[src/rtl/resp_request_parser_macros.svh]
// ----------------------------------------------------------------------------
// Assertion macros for the request parser
// Shorthand for concurrent checks on clk, disabled while arst_n is low.
// ----------------------------------------------------------------------------
`ifndef RESP_REQUEST_PARSER_MACROS_SVH
`define RESP_REQUEST_PARSER_MACROS_SVH

// Check that cons holds in the same cycle as ante.
`define RRP_ASSERT_SAME(label, ante, cons, msg) \
	label: assert property (@(posedge clk) disable iff (!arst_n) (ante) |-> (cons)) \
		else $error(msg);

// Check that cons holds in the cycle after ante.
`define RRP_ASSERT_NEXT(label, ante, cons, msg) \
	label: assert property (@(posedge clk) disable iff (!arst_n) (ante) |=> (cons)) \
		else $error(msg);

`endif

[src/rtl/rrp_pkg.sv]
// ----------------------------------------------------------------------------
// Request parser package
// Shared types, register indexes, result codes and default widths.
// ----------------------------------------------------------------------------
package rrp_pkg;

	// default counter widths
	localparam int RRP_COUNT_WIDTH  = 32;
	localparam int RRP_LENGTH_WIDTH = 32;

	// configuration port
	localparam int CFG_DATA_W = 32;
	typedef logic [0:0] cfg_index_t;
	localparam cfg_index_t CFG_MAX_ARRAY_COUNT = 1'd0;
	localparam cfg_index_t CFG_MAX_BULK_LENGTH = 1'd1;

	localparam logic [31:0] MAX_ARRAY_COUNT_RST = 32'd1048576;
	localparam logic [30:0] MAX_BULK_LENGTH_RST = 31'd536870912;

	// byte kinds
	localparam logic [1:0] KIND_NONE = 2'd0;
	localparam logic [1:0] KIND_CMD  = 2'd1;
	localparam logic [1:0] KIND_ARG  = 2'd2;

	// status codes
	localparam logic [2:0] STATUS_OK        = 3'd0;
	localparam logic [2:0] STATUS_BAD_FIRST = 3'd1;
	localparam logic [2:0] STATUS_BAD_LINE  = 3'd2;
	localparam logic [2:0] STATUS_BAD_NUM   = 3'd3;
	localparam logic [2:0] STATUS_NO_DOLLAR = 3'd4;
	localparam logic [2:0] STATUS_TRUNC     = 3'd5;
	localparam logic [2:0] STATUS_TRAILING  = 3'd6;

	typedef struct packed {
		logic [7:0] in_byte;
		logic       end_of_message;
	} rrp_in_t;

	typedef struct packed {
		logic [7:0]  out_byte;
		logic [1:0]  byte_kind;
		logic [31:0] arg_index;
		logic        field_end;
		logic        message_done;
		logic [2:0]  status;
	} rrp_out_t;

	typedef struct packed {
		logic [31:0] max_array_count;
		logic [30:0] max_bulk_length;
	} rrp_cfg_t;

endpackage

[src/rtl/rrp_in_stage.sv]
// ----------------------------------------------------------------------------
// Request parser input stage
// Registers one incoming byte and stalls the sender while it cannot move on.
// ----------------------------------------------------------------------------
module rrp_in_stage (
	input  logic             clk,
	input  logic             arst_n,
	input  logic             in_valid,
	output logic             in_stall,
	input  rrp_pkg::rrp_in_t in_data,
	input  logic             advance,
	output logic             valid_s1,
	output rrp_pkg::rrp_in_t item_s1
);
	import rrp_pkg::*;

	logic accept;

	// stall only while the held item cannot advance
	assign in_stall = valid_s1 && !advance;
	assign accept   = in_valid && !in_stall;

	// hold or refill the stage
	always_ff @(posedge clk or negedge arst_n) begin
		if (!arst_n) begin
			valid_s1 <= 1'b0;
		end else begin
			valid_s1 <= accept || (valid_s1 && !advance);
		end
	end

	// capture the payload on a transfer
	always_ff @(posedge clk) begin
		if (accept) begin
			item_s1 <= in_data;
		end
	end

endmodule

[src/rtl/rrp_core.sv]
// ----------------------------------------------------------------------------
// Request parser core
// Phase register, line and number tracking, and per-byte result logic.
// ----------------------------------------------------------------------------
module rrp_core #(
	parameter int COUNT_WIDTH  = rrp_pkg::RRP_COUNT_WIDTH,
	parameter int LENGTH_WIDTH = rrp_pkg::RRP_LENGTH_WIDTH
) (
	input  logic              clk,
	input  logic              arst_n,
	input  logic              advance,
	input  rrp_pkg::rrp_in_t  item,
	input  rrp_pkg::rrp_cfg_t cfg,
	output rrp_pkg::rrp_out_t result
);
	import rrp_pkg::*;

	typedef enum logic [3:0] {
		PH_HEAD, PH_INLINE, PH_COUNT, PH_LENHDR, PH_LEN,
		PH_DATA, PH_SKIP, PH_DONE, PH_ERR
	} phase_t;

	localparam logic [7:0] CH_LF     = 8'h0A;
	localparam logic [7:0] CH_CR     = 8'h0D;
	localparam logic [7:0] CH_STAR   = 8'h2A;
	localparam logic [7:0] CH_DOLLAR = 8'h24;
	localparam logic [7:0] CH_0      = 8'h30;
	localparam logic [7:0] CH_9      = 8'h39;
	localparam logic [32:0] NUM_SAT  = 33'h1_0000_0000;

	function automatic logic is_lower(input logic [7:0] ch);
		is_lower = (ch >= 8'h61) && (ch <= 8'h7A);
	endfunction

	function automatic logic is_upper(input logic [7:0] ch);
		is_upper = (ch >= 8'h41) && (ch <= 8'h5A);
	endfunction

	function automatic logic [7:0] upcase(input logic [7:0] ch);
		upcase = is_lower(ch) ? ch - 8'd32 : ch;
	endfunction

	// state
	phase_t                  phase_q, n_phase;
	logic [COUNT_WIDTH-1:0]  elem_left_q, n_elem_left;
	logic [COUNT_WIDTH-1:0]  elem_idx_q, n_elem_idx;
	logic [LENGTH_WIDTH-1:0] data_left_q, n_data_left;
	logic [32:0]             acc_q, n_acc;
	logic                    have_digit_q, n_have_digit;
	logic [1:0]              line_cnt_q, n_line_cnt;
	logic [7:0]              held_q, n_held;
	logic [2:0]              pend_q, n_pend;
	logic [1:0]              skip_q, n_skip;
	logic [2:0]              err_q, n_err;

	// per-byte helpers
	logic [7:0]  c;
	logic        eom;
	logic        held_first;
	logic        held_digit;
	logic [36:0] acc_sum;
	logic [32:0] acc_next;
	logic        count_bad;
	logic        len_bad;
	logic [31:0] cur_arg;
	logic        clear_line;
	logic [7:0]  r_byte;
	logic [1:0]  r_kind;
	logic [31:0] r_idx;
	logic        r_fe;

	assign c          = item.in_byte;
	assign eom        = item.end_of_message;
	assign held_first = (line_cnt_q == 2'd1);
	assign held_digit = (held_q >= CH_0) && (held_q <= CH_9);
	assign cur_arg    = 32'(elem_idx_q - COUNT_WIDTH'(1));

	// decimal accumulate with saturation above 32 bits
	assign acc_sum  = 37'(acc_q) * 37'd10 + 37'(held_q - CH_0);
	assign acc_next = (|acc_sum[36:32]) ? NUM_SAT : acc_sum[32:0];

	// number limit checks
	assign count_bad = !have_digit_q || (acc_q > {1'b0, cfg.max_array_count})
		|| (|(acc_q >> COUNT_WIDTH));
	assign len_bad   = !have_digit_q || (acc_q > {2'b0, cfg.max_bulk_length})
		|| (|(acc_q >> LENGTH_WIDTH));

	// next state and result for the byte in the stage
	always_comb begin
		n_phase      = phase_q;
		n_elem_left  = elem_left_q;
		n_elem_idx   = elem_idx_q;
		n_data_left  = data_left_q;
		n_acc        = acc_q;
		n_have_digit = have_digit_q;
		n_line_cnt   = line_cnt_q;
		n_held       = held_q;
		n_pend       = pend_q;
		n_skip       = skip_q;
		n_err        = err_q;
		clear_line   = 1'b0;
		r_byte       = 8'd0;
		r_kind       = KIND_NONE;
		r_idx        = 32'd0;
		r_fe         = 1'b0;

		unique case (phase_q) inside
			PH_HEAD, PH_INLINE, PH_COUNT, PH_LENHDR, PH_LEN: begin
				if (c == CH_LF) begin
					// close the header line
					if (line_cnt_q < 2'd2 || held_q != CH_CR) begin
						n_err   = STATUS_BAD_LINE;
						n_phase = PH_ERR;
					end else if (pend_q != STATUS_OK) begin
						n_err   = pend_q;
						n_phase = PH_ERR;
					end else if (phase_q == PH_INLINE) begin
						r_fe    = 1'b1;
						n_phase = PH_DONE;
					end else if (phase_q == PH_COUNT) begin
						if (count_bad) begin
							n_err   = STATUS_BAD_NUM;
							n_phase = PH_ERR;
						end else begin
							n_elem_left = COUNT_WIDTH'(acc_q);
							n_elem_idx  = '0;
							n_phase     = (acc_q != 33'd0) ? PH_LENHDR : PH_DONE;
							clear_line  = 1'b1;
						end
					end else if (phase_q == PH_LEN) begin
						if (len_bad) begin
							n_err   = STATUS_BAD_NUM;
							n_phase = PH_ERR;
						end else begin
							n_data_left = LENGTH_WIDTH'(acc_q);
							clear_line  = 1'b1;
							if (acc_q == 33'd0) begin
								// empty bulk string closes its field at once
								r_fe    = 1'b1;
								r_idx   = (elem_idx_q != '0) ? cur_arg : 32'd0;
								n_phase = PH_SKIP;
								n_skip  = 2'd2;
							end else begin
								n_phase = PH_DATA;
							end
						end
					end else begin
						n_err   = STATUS_BAD_LINE;
						n_phase = PH_ERR;
					end
				end else begin
					// use the held byte now that it is not the CR before LF
					if (line_cnt_q != 2'd0) begin
						case (phase_q)
							PH_HEAD: begin
								if (held_first) begin
									if (is_upper(held_q) || is_lower(held_q)) begin
										r_byte  = upcase(held_q);
										r_kind  = KIND_CMD;
										n_phase = PH_INLINE;
									end else if (held_q == CH_STAR) begin
										n_phase = PH_COUNT;
									end else begin
										n_pend = STATUS_BAD_FIRST;
									end
								end
							end
							PH_INLINE: begin
								r_byte = upcase(held_q);
								r_kind = KIND_CMD;
							end
							PH_LENHDR: begin
								if (held_first) begin
									if (held_q == CH_DOLLAR) begin
										n_phase = PH_LEN;
									end else begin
										n_pend = STATUS_NO_DOLLAR;
									end
								end
							end
							default: begin
								if (held_digit) begin
									n_have_digit = 1'b1;
									n_acc        = acc_next;
								end else if (pend_q == STATUS_OK) begin
									n_pend = STATUS_BAD_NUM;
								end
							end
						endcase
					end
					n_held = c;
					if (line_cnt_q != 2'd3) begin
						n_line_cnt = line_cnt_q + 2'd1;
					end
				end
			end
			PH_DATA: begin
				// pass a data byte through
				if (elem_idx_q == '0) begin
					r_byte = upcase(c);
					r_kind = KIND_CMD;
				end else begin
					r_byte = c;
					r_kind = KIND_ARG;
					r_idx  = cur_arg;
				end
				n_data_left = data_left_q - LENGTH_WIDTH'(1);
				if (data_left_q == LENGTH_WIDTH'(1)) begin
					r_fe    = 1'b1;
					n_phase = PH_SKIP;
					n_skip  = 2'd2;
				end
			end
			PH_SKIP: begin
				// drop the two bytes after the data
				if (skip_q != 2'd0) begin
					n_skip = skip_q - 2'd1;
				end
				if (n_skip == 2'd0) begin
					n_elem_idx  = elem_idx_q + COUNT_WIDTH'(1);
					n_elem_left = elem_left_q - COUNT_WIDTH'(1);
					n_phase     = (elem_left_q == COUNT_WIDTH'(1)) ? PH_DONE : PH_LENHDR;
					clear_line  = 1'b1;
				end
			end
			PH_DONE: begin
				n_err   = STATUS_TRAILING;
				n_phase = PH_ERR;
			end
			default: begin
			end
		endcase

		// message ended before the request was complete
		if (eom && n_err == STATUS_OK && n_phase != PH_DONE) begin
			n_err   = STATUS_TRUNC;
			n_phase = PH_ERR;
		end

		if (clear_line) begin
			n_line_cnt   = 2'd0;
			n_held       = 8'd0;
			n_pend       = STATUS_OK;
			n_acc        = 33'd0;
			n_have_digit = 1'b0;
		end
	end

	// result of this byte
	always_comb begin
		result.out_byte     = r_byte;
		result.byte_kind    = r_kind;
		result.arg_index    = r_idx;
		result.field_end    = r_fe;
		result.message_done = eom;
		result.status       = n_err;
	end

	// advance state; restart on end of message
	always_ff @(posedge clk or negedge arst_n) begin
		if (!arst_n) begin
			phase_q      <= PH_HEAD;
			elem_left_q  <= '0;
			elem_idx_q   <= '0;
			data_left_q  <= '0;
			acc_q        <= 33'd0;
			have_digit_q <= 1'b0;
			line_cnt_q   <= 2'd0;
			held_q       <= 8'd0;
			pend_q       <= STATUS_OK;
			skip_q       <= 2'd0;
			err_q        <= STATUS_OK;
		end else if (advance) begin
			if (eom) begin
				phase_q      <= PH_HEAD;
				elem_left_q  <= '0;
				elem_idx_q   <= '0;
				data_left_q  <= '0;
				acc_q        <= 33'd0;
				have_digit_q <= 1'b0;
				line_cnt_q   <= 2'd0;
				held_q       <= 8'd0;
				pend_q       <= STATUS_OK;
				skip_q       <= 2'd0;
				err_q        <= STATUS_OK;
			end else begin
				phase_q      <= n_phase;
				elem_left_q  <= n_elem_left;
				elem_idx_q   <= n_elem_idx;
				data_left_q  <= n_data_left;
				acc_q        <= n_acc;
				have_digit_q <= n_have_digit;
				line_cnt_q   <= n_line_cnt;
				held_q       <= n_held;
				pend_q       <= n_pend;
				skip_q       <= n_skip;
				err_q        <= n_err;
			end
		end
	end

endmodule

[src/rtl/resp_request_parser.sv]
// ----------------------------------------------------------------------------
// Request message parser
// Byte-stream parser for inline and array requests with a sticky status.
// ----------------------------------------------------------------------------
// One byte enters per cycle while out_stall is low and gives exactly one
// result: the byte is registered, the phase and counter logic works on it in
// the next cycle, and the result lands in the output register. Sustained rate
// is one byte per clock while out_stall is low, set by the update of the phase
// register, the length and element counters and the decimal accumulator. A
// result may wait in the output register while the next byte is taken. Command
// bytes come out upper-cased with byte_kind 1, argument bytes with byte_kind 2
// and their index; field_end marks the last result of a field and message_done
// echoes end_of_message, at which point status is final and the parser restarts.
// Write the limit registers only while no message is in flight.
`include "resp_request_parser_macros.svh"

module resp_request_parser #(
	parameter int COUNT_WIDTH  = rrp_pkg::RRP_COUNT_WIDTH,
	parameter int LENGTH_WIDTH = rrp_pkg::RRP_LENGTH_WIDTH
) (
	input  logic                              clk,
	input  logic                              arst_n,
	input  logic                              in_valid,
	output logic                              in_stall,
	input  rrp_pkg::rrp_in_t                  in_data,
	output logic                              out_valid,
	input  logic                              out_stall,
	output rrp_pkg::rrp_out_t                 out_data,
	input  logic                              cfg_we,
	input  rrp_pkg::cfg_index_t               cfg_index,
	input  logic [rrp_pkg::CFG_DATA_W-1:0]    cfg_wdata
);
	import rrp_pkg::*;

	logic     valid_s1;
	rrp_in_t  item_s1;
	logic     advance;
	rrp_out_t result;
	rrp_cfg_t cfg_q;

	// limit registers
	always_ff @(posedge clk or negedge arst_n) begin
		if (!arst_n) begin
			cfg_q.max_array_count <= MAX_ARRAY_COUNT_RST;
			cfg_q.max_bulk_length <= MAX_BULK_LENGTH_RST;
		end else if (cfg_we) begin
			unique case (cfg_index)
				CFG_MAX_ARRAY_COUNT: cfg_q.max_array_count <= cfg_wdata[31:0];
				CFG_MAX_BULK_LENGTH: cfg_q.max_bulk_length <= cfg_wdata[30:0];
			endcase
		end
	end

	// move on when the output register is free or being emptied
	assign advance = valid_s1 && (!out_valid || !out_stall);

	rrp_in_stage u_in_stage (
		.clk      (clk),
		.arst_n   (arst_n),
		.in_valid (in_valid),
		.in_stall (in_stall),
		.in_data  (in_data),
		.advance  (advance),
		.valid_s1 (valid_s1),
		.item_s1  (item_s1)
	);

	rrp_core #(
		.COUNT_WIDTH  (COUNT_WIDTH),
		.LENGTH_WIDTH (LENGTH_WIDTH)
	) u_core (
		.clk     (clk),
		.arst_n  (arst_n),
		.advance (advance),
		.item    (item_s1),
		.cfg     (cfg_q),
		.result  (result)
	);

	// output register: load on advance, drop after the transfer
	always_ff @(posedge clk or negedge arst_n) begin
		if (!arst_n) begin
			out_valid <= 1'b0;
		end else if (advance) begin
			out_valid <= 1'b1;
		end else if (!out_stall) begin
			out_valid <= 1'b0;
		end
	end

	always_ff @(posedge clk) begin
		if (advance) begin
			out_data <= result;
		end
	end

	`RRP_ASSERT_SAME(a_stall_when_full, in_stall, valid_s1 && out_valid && out_stall, "input stalled while pipeline can move")
	`RRP_ASSERT_NEXT(a_result_follows, advance, out_valid, "advanced byte produced no result")
	`RRP_ASSERT_SAME(a_no_payload_zero, out_valid && out_data.byte_kind == KIND_NONE, out_data.out_byte == 8'd0, "payload byte set on a kind-0 result")

endmodule
[config.mk]
export PLATFORM = sky130hd
export DESIGN_NAME = resp_request_parser
export DESIGN_NICKNAME = d
export VERILOG_FILES = /design/src/rtl/rrp_pkg.sv /design/src/rtl/rrp_in_stage.sv /design/src/rtl/rrp_core.sv /design/src/rtl/resp_request_parser.sv
export VERILOG_INCLUDE_DIRS = /design/src /design/src/rtl
export SDC_FILE = /design/constraint.sdc
export NUM_CORES = 1
export LEC_CHECK = 0
export BUFFER_PORTS_ARGS = -buffer_cell sky130_fd_sc_hd__buf_4
export CAP_MARGIN = 20
export CORE_MARGIN = 2
export CORE_UTILIZATION = 38
export DETAILED_ROUTE_END_ITERATION = 8
export GPL_ROUTABILITY_DRIVEN = 0
export PLACE_DENSITY = 0.54
export SLEW_MARGIN = 25
export SYNTH_ARGS = -nofsm -noshare
export SYNTH_HDL_FRONTEND = slang
export SYNTH_SLANG_ARGS = --single-unit
[constraint.sdc]
create_clock -name clk -period 8 [get_ports clk]
set_clock_uncertainty 0.1 [all_clocks]
set_input_delay 0.4 -clock clk [delete_from_list [all_inputs] [get_ports clk]]
set_output_delay 0.4 -clock clk [all_outputs]
set_load 0.1 [all_outputs]
==> reports/metrics.csv, run 1 <==
stage,metric,value,unit
clock_tree,cts_tree,built,
floorplanning,die_x,228,microns
finish,layout-drive-gt1-share,11.8,%
synth,syn_area_per_cell,8.74,sq um
global_route,grt-ovfl-total,0,
synth,synth-edff-count,56,
routing,dr.first_iter.drc_count,1119,
setup_path,crit_slowest_cell,dfrtp_1,
setup_path,cp_top_family,compound AO/OA/AOI/OAI gates,
clock_tree,worst_skew_pair.late_latency,0.55,ns
flow_run,cap_violations,0,
synth,yosys_warnings,0,
clock_tree,clk_pin_slew_worst_paths,0.06,ns
setup_path,start_kind,flip-flop,
clock_tree,cts_resized,0,
synth,synthXorXnorAreaFrac,4.94,%
timing,rsz0062_at_grt,no,
pwr,leakage,10.2,nW
synth,synth_seq_cells,273,
global_route,grt_max_degree,109,
clock_tree,cts-root-buf,clkbuf_16,
synth,synth_compound_area_share,20.4,%
pwr,ir_worst_vdd,120,uV
timing,tns,0,ns
synth,synthMuxAreaShare,1.99,%
pwr,p_per_area,174,nW/um^2
placement,io_buffers,95,
synth,synthAdderAreaFrac,11.9,%
synth,synthCells,2190,
floorplanning,fp.dieH,228,microns
timing,min_period_over_period,82.4,%
routing,vias_per_cell,5.60,
synth,yosysUniqueCellTypes,93,
clock_tree,htreeDepth,2,
routing,drc,0,
synth,async_reset_ff_share,79.5,%
routing,firstDrtPassIters,5,
synth,synth_fp_nets,2418,
setup_path,crit_fanout,22,
pwr,power,0.00385,W
setup_path,crit_start,u_core.acc_q[15],
setup_path,cpPeakStageDelay,0.60,ns
setup_path,worstPathCellList,ha_1 -> ha_1 -> a211oi_1 -> nand3_1 -> a211oi_1 -> nor2_1 -> a221oi_2 -> o21ai_0 -> a21o_1 -> a21o_1 -> a21oi_1 -> xnor2_1 -> ha_1 -> nand3_1 -> nor2_1 -> and3_4 -> a21o_1 -> a211o_1 -> a311oi_2 -> mux2i_1 -> nor4_2 -> nand4_2 -> buf_4 -> o21ai_2,
clock_tree,cts_max_path_buffers,3,
setup_path,required,8.37,ns
timing,slew_headroom,33.1,%
clock_tree,post_cts_buffers,0,
synth,synth_area,19100,sq um
clock_tree,cts_made_buffers,34,
floorplanning,core-area,50000,sq um
synth,ys_seq_area_share,37.2,%
clock_tree,clkSinkCount,273,
timing,worst_slew_pin_slew,0.995,ns
synth,yosys.area_share.simple,19.3,%
setup_path,r2r-start,u_core.acc_q[15],
floorplanning,design.die.area,52200,sq um
timing,setup_viol,0,
timing,slew_violations,0,
routing,ant_nets,0,
setup_path,crit_arrival,6.96,ns
global_route,grt_pass1_vias,16238,
setup_path,setup.worst_path.end_class,flip-flop,
placement,dp_slack,1.41,ns
setup_path,path_buf_inv,1,
finish,area_growth,15.5,%
timing,timing.final.ws_setup,1.41,ns
hold_path,hp-start,cfg_index,
floorplanning,rows,82,
finish,fin_util,44.2,%
placement,hpwl,39700,microns
synth,ys.flop_type,dfrtp_1,
timing,max_freq,152,MHz
timing,holdWs,0.394,ns
timing,layout_min_cycle_time,6.59,ns
floorplanning,io_pins,96,
synth,synth_top_family_by_area,compound AO/OA/AOI/OAI gates,
global_route,antenna_found_initial,0,
finish,final_nets,2521,
global_route,grt_first_pass_wirelength,90700,microns
status,status,completed,
routing,vias,16751,
timing,hold_viol,0,
setup_path,critPathKind,reg -> reg,
global_route,grtUsageTotal,21.6,%
routing,drt_wl_total,56500,microns
routing,wl_per_cell,18.9,microns
floorplanning,start_util,38.3,%
hold_path,hold_class,in -> reg,
routing by layer:
| layer | vias to the layer above | share of wire, % | global-route usage, % |
|---|---|---|---|
| met3 | 81 | 4.7 | 3.07 |
| met4 | 0 | 2.5 | 6.11 |
| met5 | - | 0 | 0 |
| met2 | 405 | 47 | 35.7 |
| met1 | 8114 | 46 | 29.4 |
| li1 | 8151 | - | - |
layout make-up:
cell class | count | area (sq um)
antenna | 1 | 2.50
fill | 4932 | 27900
timing repair buffer | 165 | 1360
clock inverter | 18 | 233
sequential | 273 | 7110
inverter | 109 | 409
multi-input combinational | 1710 | 11200
clock buffer | 44 | 928
tap | 672 | 841
worst paths after layout:
path / depth (start not counted) / end / slack, ns
max: 24 / u_core.acc_q[14] / 1.41
min: 5 / cfg_q[51] / 0.39
max reg2reg: 24 / u_core.acc_q[14] / 1.41
min reg2reg: 2 / u_core.elem_left_q[1] / 0.40
max in group asynchronous: 3 / u_core.err_q[0] / 5.98
min in group asynchronous: 2 / cfg_q[43] / 0.43
through the flow:
| stage | instance area [sq um] | cells |
|---|---|---|
| floorplan | 19100 | 2190 |
| global placement | 20500 | 2885 |
| detailed placement | 20500 | 2885 |
| CTS | 22100 | 2991 |
| global route | 22100 | 2991 |
| finish | 22100 | 2992 |
synth_stat cells (18+ instances only):
cell / n / area [sq um]
o21ai_0: 222 / 1110
clkbuf_1: 76 / 285
xnor2_1: 74 / 648
mux2_2: 32 / 360
edfxtp_1: 56 / 1680
nand2_1: 185 / 694
nand4_1: 25 / 156
a211oi_1: 18 / 135
nor3_1: 60 / 300
ha_1: 179 / 2240
a21o_1: 34 / 255
xor2_1: 34 / 298
o21ai_2: 30 / 263
a21oi_1: 171 / 856
nor2_1: 239 / 897
nor2b_1: 18 / 113
nor4_1: 51 / 319
nand2b_1: 20 / 125
a22o_1: 18 / 158
inv_1: 108 / 405
dfrtp_1: 215 / 5380
and3_1: 34 / 213
nand3_1: 42 / 210
report_power, final:
| group | leakage [nW] | internal [W] | switching, W |
|---|---|---|---|
| logic | 6.21 | 0.000220 | 0.000451 |
| clock network | 0.570 | 0.000986 | 0.000638 |
| registers | 3.44 | 0.00150 | 0.0000534 |
cell families (layout without fill, tap and decap cells):
group / count (synthesis) / after routing
flops: 273 / 273
other cells: 0 / 1
buf+inv: 207 / 336
simple gates: 758 / 758
mux: 34 / 34
xor+xnor: 108 / 108
fa+ha+maj: 181 / 181
compound gates: 629 / 629
flip-flops by register name, indices dropped and copies added (netlist names), 2 cells and up:
register and cells:
u_core.data_left_q 32, u_core.elem_idx_q 32, u_core.err_q 3, out_data 47
u_core.phase_q 4, u_core.skip_q 2, u_core.line_cnt_q 2, u_core.elem_left_q 32
u_in_stage.item_s1 9, cfg_q 63, u_core.pend_q 3, u_core.held_q 8
u_core.acc_q 33
what timing repair did:
action / in CTS / in global routing
endpoints found under the hold margin: 174 / 0
hold buffers: 44 / 0
endpoints found under the setup margin: 0 / 0
tightest hold or removal path: cells and delay by family:
kind | cells | cell delay [ns]
AO/OA/AOI/OAI | 1 | 0.07
AND/OR/NAND/NOR | 2 | 0.16
buffers and inverters | 2 | 0.39
cells in the final DEF, fill, tap and decap left out, types with 8 or more instances in the layout:
cell type      count
nor2_1           239
o21ai_0          222
dfrtp_1          215
nand2_1          183
ha_1             179
a21oi_1          171
buf_4            120
inv_1            108
xnor2_1           74
nor3_1            59
edfxtp_1          56
nor4_1            50
dlygate4sd3_1     44
nand3_1           42
a21o_1            34
and3_1            34
xor2_1            34
clkbuf_16         34
mux2_2            32
o21ai_2           31
nand4_1           25
nand2b_1          19
a211oi_1          18
a22o_1            18
or3_1             17
nor2b_1           17
o31ai_1           15
and2_1            13
a22oi_1           13
o21a_1            11
o211ai_1           9
a31oi_1            9
o21bai_1           8
No activity file was read; power rests on OpenSTA's default activity.
==> run 2: changes to the inputs <==
- PLACE_DENSITY: 0.54 -> 0.56
- clock period: 8 -> 5.5 ns (I/O delays scaled with it)
==> run 2 against run 1 <==
- first-iteration DRC count decreased by 0.36%
- die area unchanged
- sequential power increased by 46%
- hold slack got worse by 0.12 ns
- critical endpoint is now u_core.acc_q[6]
- clock power increased by 37%
- the flow now finishes with violations (negative setup slack)
- power increased by 43%
- cell count increased by 3.6%
- sequential share of layout area decreased by 1.3 points
==> reports/metrics.csv, run 2 (synthesis results as in run 1) <==
stage,metric,value,unit,change
setup_path,critPathKind,reg -> reg,,unchanged
routing,ant_nets,0,,unchanged
setup_path,required,5.86,ns,was 8.37 ns
floorplanning,rows,82,,unchanged
finish,largest-register,cfg_q,,unchanged
finish,layout-drive-gt1-share,16.8,%,was 11.8%
global_route,grt_pass1_vias,16625,,was 16238
finish,fill_cells,4775,,was 4932
pwr,internal_power,0.00385,W,was 0.00271 W
routing,drc,0,,unchanged
status,violations,negative setup slack,,
setup_path,crit_arrival,5.88,ns,was 6.96 ns
setup_path,crit_fanout,22,,unchanged
clock_tree,worst_skew_pair.late_latency,0.54,ns,was 0.55 ns
routing,dr.first_iter.drc_count,1115,,was 1119
timing,setup_viol,17,,was 0
timing,timing.final.ws_setup,-0.0170,ns,was 1.41 ns
timing,slew_headroom,32.4,%,was 33.1%
finish,final_common_cell,nor2_1,,unchanged
placement,hpwl,40400,microns,was 39700 microns
pwr,leakage,10.7,nW,was 10.2 nW
timing,min_period_over_period,100,%,was 82.4%
finish,reg.largest.list,"cfg_q (63), out_data (47), u_core.acc_q (33)",,unchanged
clock_tree,cts_max_path_buffers,3,,unchanged
clock_tree,cts-root-buf,clkbuf_16,,unchanged
floorplanning,design.die.area,52200,sq um,unchanged
floorplanning,core-area,50000,sq um,unchanged
routing,vias_per_cell,5.48,,was 5.60
finish,antenna_cells,0,,was 1
pwr,switching_share,30.1,%,was 29.7%
pwr,p_per_area,239,nW/um^2,was 174 nW/um^2
finish,largest_reg_flops,63,,unchanged
finish,final_nets,2631,,was 2521
hold_path,hold_class,in -> async,,was in -> reg
global_route,grt_first_pass_wirelength,90500,microns,was 90700 microns
clock_tree,cts_tree,built,,unchanged
timing,rsz0062_at_grt,yes,,was no
routing,vias,17001,,was 16751
placement,io_buffers,95,,unchanged
finish,fin_util,46.1,%,was 44.2%
timing,slew_violations,0,,unchanged
global_route,antenna_found_initial,0,,unchanged
clock_tree,clk_pin_slew_worst_paths,0.06,ns,about the same
timing,tns,-0.0962,ns,was 0 ns
setup_path,setup.worst_path.end_class,flip-flop,,unchanged
routing,firstDrtPassIters,6,,was 5
pwr,ir_worst_vdd,135,uV,was 120 uV
pwr,seqPwrFrac,41.0,%,was 40.4%
finish,final_cell_mix,"237 x nor2_1, 224 x buf_4, 214 x dfrtp_1, 213 x o21ai_0, 180 x nand2_1",,"was 239 x nor2_1, 222 x o21ai_0, 215 x dfrtp_1, 183 x nand2_1, 179 x ha_1"
timing,hold_viol,0,,unchanged
status,status,"complete, but fails checks",,was completed
floorplanning,die_x,228,microns,unchanged
clock_tree,clkSinkCount,273,,unchanged
flow_run,cap_violations,0,,unchanged
floorplanning,start_util,38.3,%,unchanged
timing,max_freq,181,MHz,was 152 MHz
global_route,grt_max_degree,111,,was 109
routing,drt_wl_total,56600,microns,was 56500 microns
timing,worst_slew_pin_slew,1.01,ns,was 0.995 ns
routing,wl_per_cell,18.2,microns,was 18.9 microns
pwr,comb_power_share,18.7,%,was 17.4%
clock_tree,cts_made_buffers,34,,unchanged
pwr,p_sw,0.00166,W,was 0.00114 W
global_route,grtUsageTotal,21.4,%,was 21.6%
floorplanning,io_pins,96,,unchanged
finish,area_growth,20.3,%,was 15.5%
placement,dp_slack,-0.299,ns,was 1.41 ns
setup_path,start_kind,flip-flop,,unchanged
global_route,grt-ovfl-total,0,,unchanged
clock_tree,htreeDepth,2,,unchanged
timing,layout_min_cycle_time,5.52,ns,was 6.59 ns
pwr,p_clk_share,40.2,%,was 42.2%
floorplanning,fp.dieH,228,microns,unchanged
## run 2: routing by layer
metal | track usage (%) | routed length, microns | vias up
met4 | 5.80 | 1470 | 0
met5 | 0 | 0 | -
met3 | 2.23 | 2160 | 81
met2 | 36.9 | 27200 | 346
met1 | 28.5 | 25800 | 8219
li1 | - | - | 8355
## run 2: final cells by class
type,instances,area (sq um),area share (%)
tap,672,841,3.65
sequential,273,7120,30.9
clock buffer,49,988,4.30
inverter,109,412,1.79
timing repair buffer,275,2210,9.59
clock inverter,13,114,0.495
multi-input combinational,1710,11300,49.3
## run 2: path summary, 6_finish.rpt
kind | startpoint | end | slack (ns) | cells past startpoint
worst max-delay path | u_core.acc_q[5] | u_core.acc_q[6] | -0.02 | 25
worst min-delay path | arst_n | u_core.elem_idx_q[22] | 0.28 | 2
worst max register to register | u_core.acc_q[5] | u_core.acc_q[6] | -0.02 | 25
worst min register to register | u_in_stage.valid_s1 | out_valid | 0.39 | 1
max in group asynchronous | arst_n | u_core.acc_q[5] | 3.53 | 3
min in group clk | cfg_index | cfg_q[48] | 0.31 | 5
## run 2: power groups by stage
stage | Clock (W) | Sequential (W) | Combinational [W]
floorplan | 0 | 0.00243 | 0.000538
global placement | 0 | 0.00229 | 0.000976
detailed placement | 0 | 0.00230 | 0.000992
CTS | 0.00227 | 0.00226 | 0.00102
global route | 0.00234 | 0.00227 | 0.00113
finish | 0.00222 | 0.00226 | 0.00103
## run 2: critical path: stages (launching register included)
cell and delay [ns]:
dfrtp_2 0.44, ha_1 0.29, ha_1 0.31, buf_4 0.15, nor2b_2 0.15, o31a_1 0.29, o211ai_1 0.32, nand2_2 0.14
nand2_2 0.09, nand2_2 0.07, a21oi_2 0.14, nor2_1 0.05, nor2_1 0.12, xnor2_1 0.17, ha_1 0.30, nand4_1 0.20
nor2_4 0.06, and3_4 0.17, a21o_1 0.14, a211o_1 0.29, a311oi_2 0.31, mux2i_1 0.14, nor4_2 0.37, nand4_2 0.18
buf_6 0.26, o21ai_2 0.16
## run 2: per-stage QoR
stage	power, W	area, sq um	cells	hold slack [ns]
6_report	0.00551	23000	3101	0.277
5_1_grt	0.00574	23000	3101	0.353
4_1_cts	0.00556	22900	3096	0.289
3_5_place_dp	0.00329	21200	2982	0.317
3_3_place_gp	0.00327	21200	2982	0.311
2_1_floorplan	0.00297	19100	2190	-0.121
## run 2: timing repair
item	CTS	global route
buffers inserted	7	6
endpoints found under the hold margin	181	0
endpoints found under the setup margin	33	33
gates resized for setup	18	28
hold buffers	45	0
pin swaps	17	44
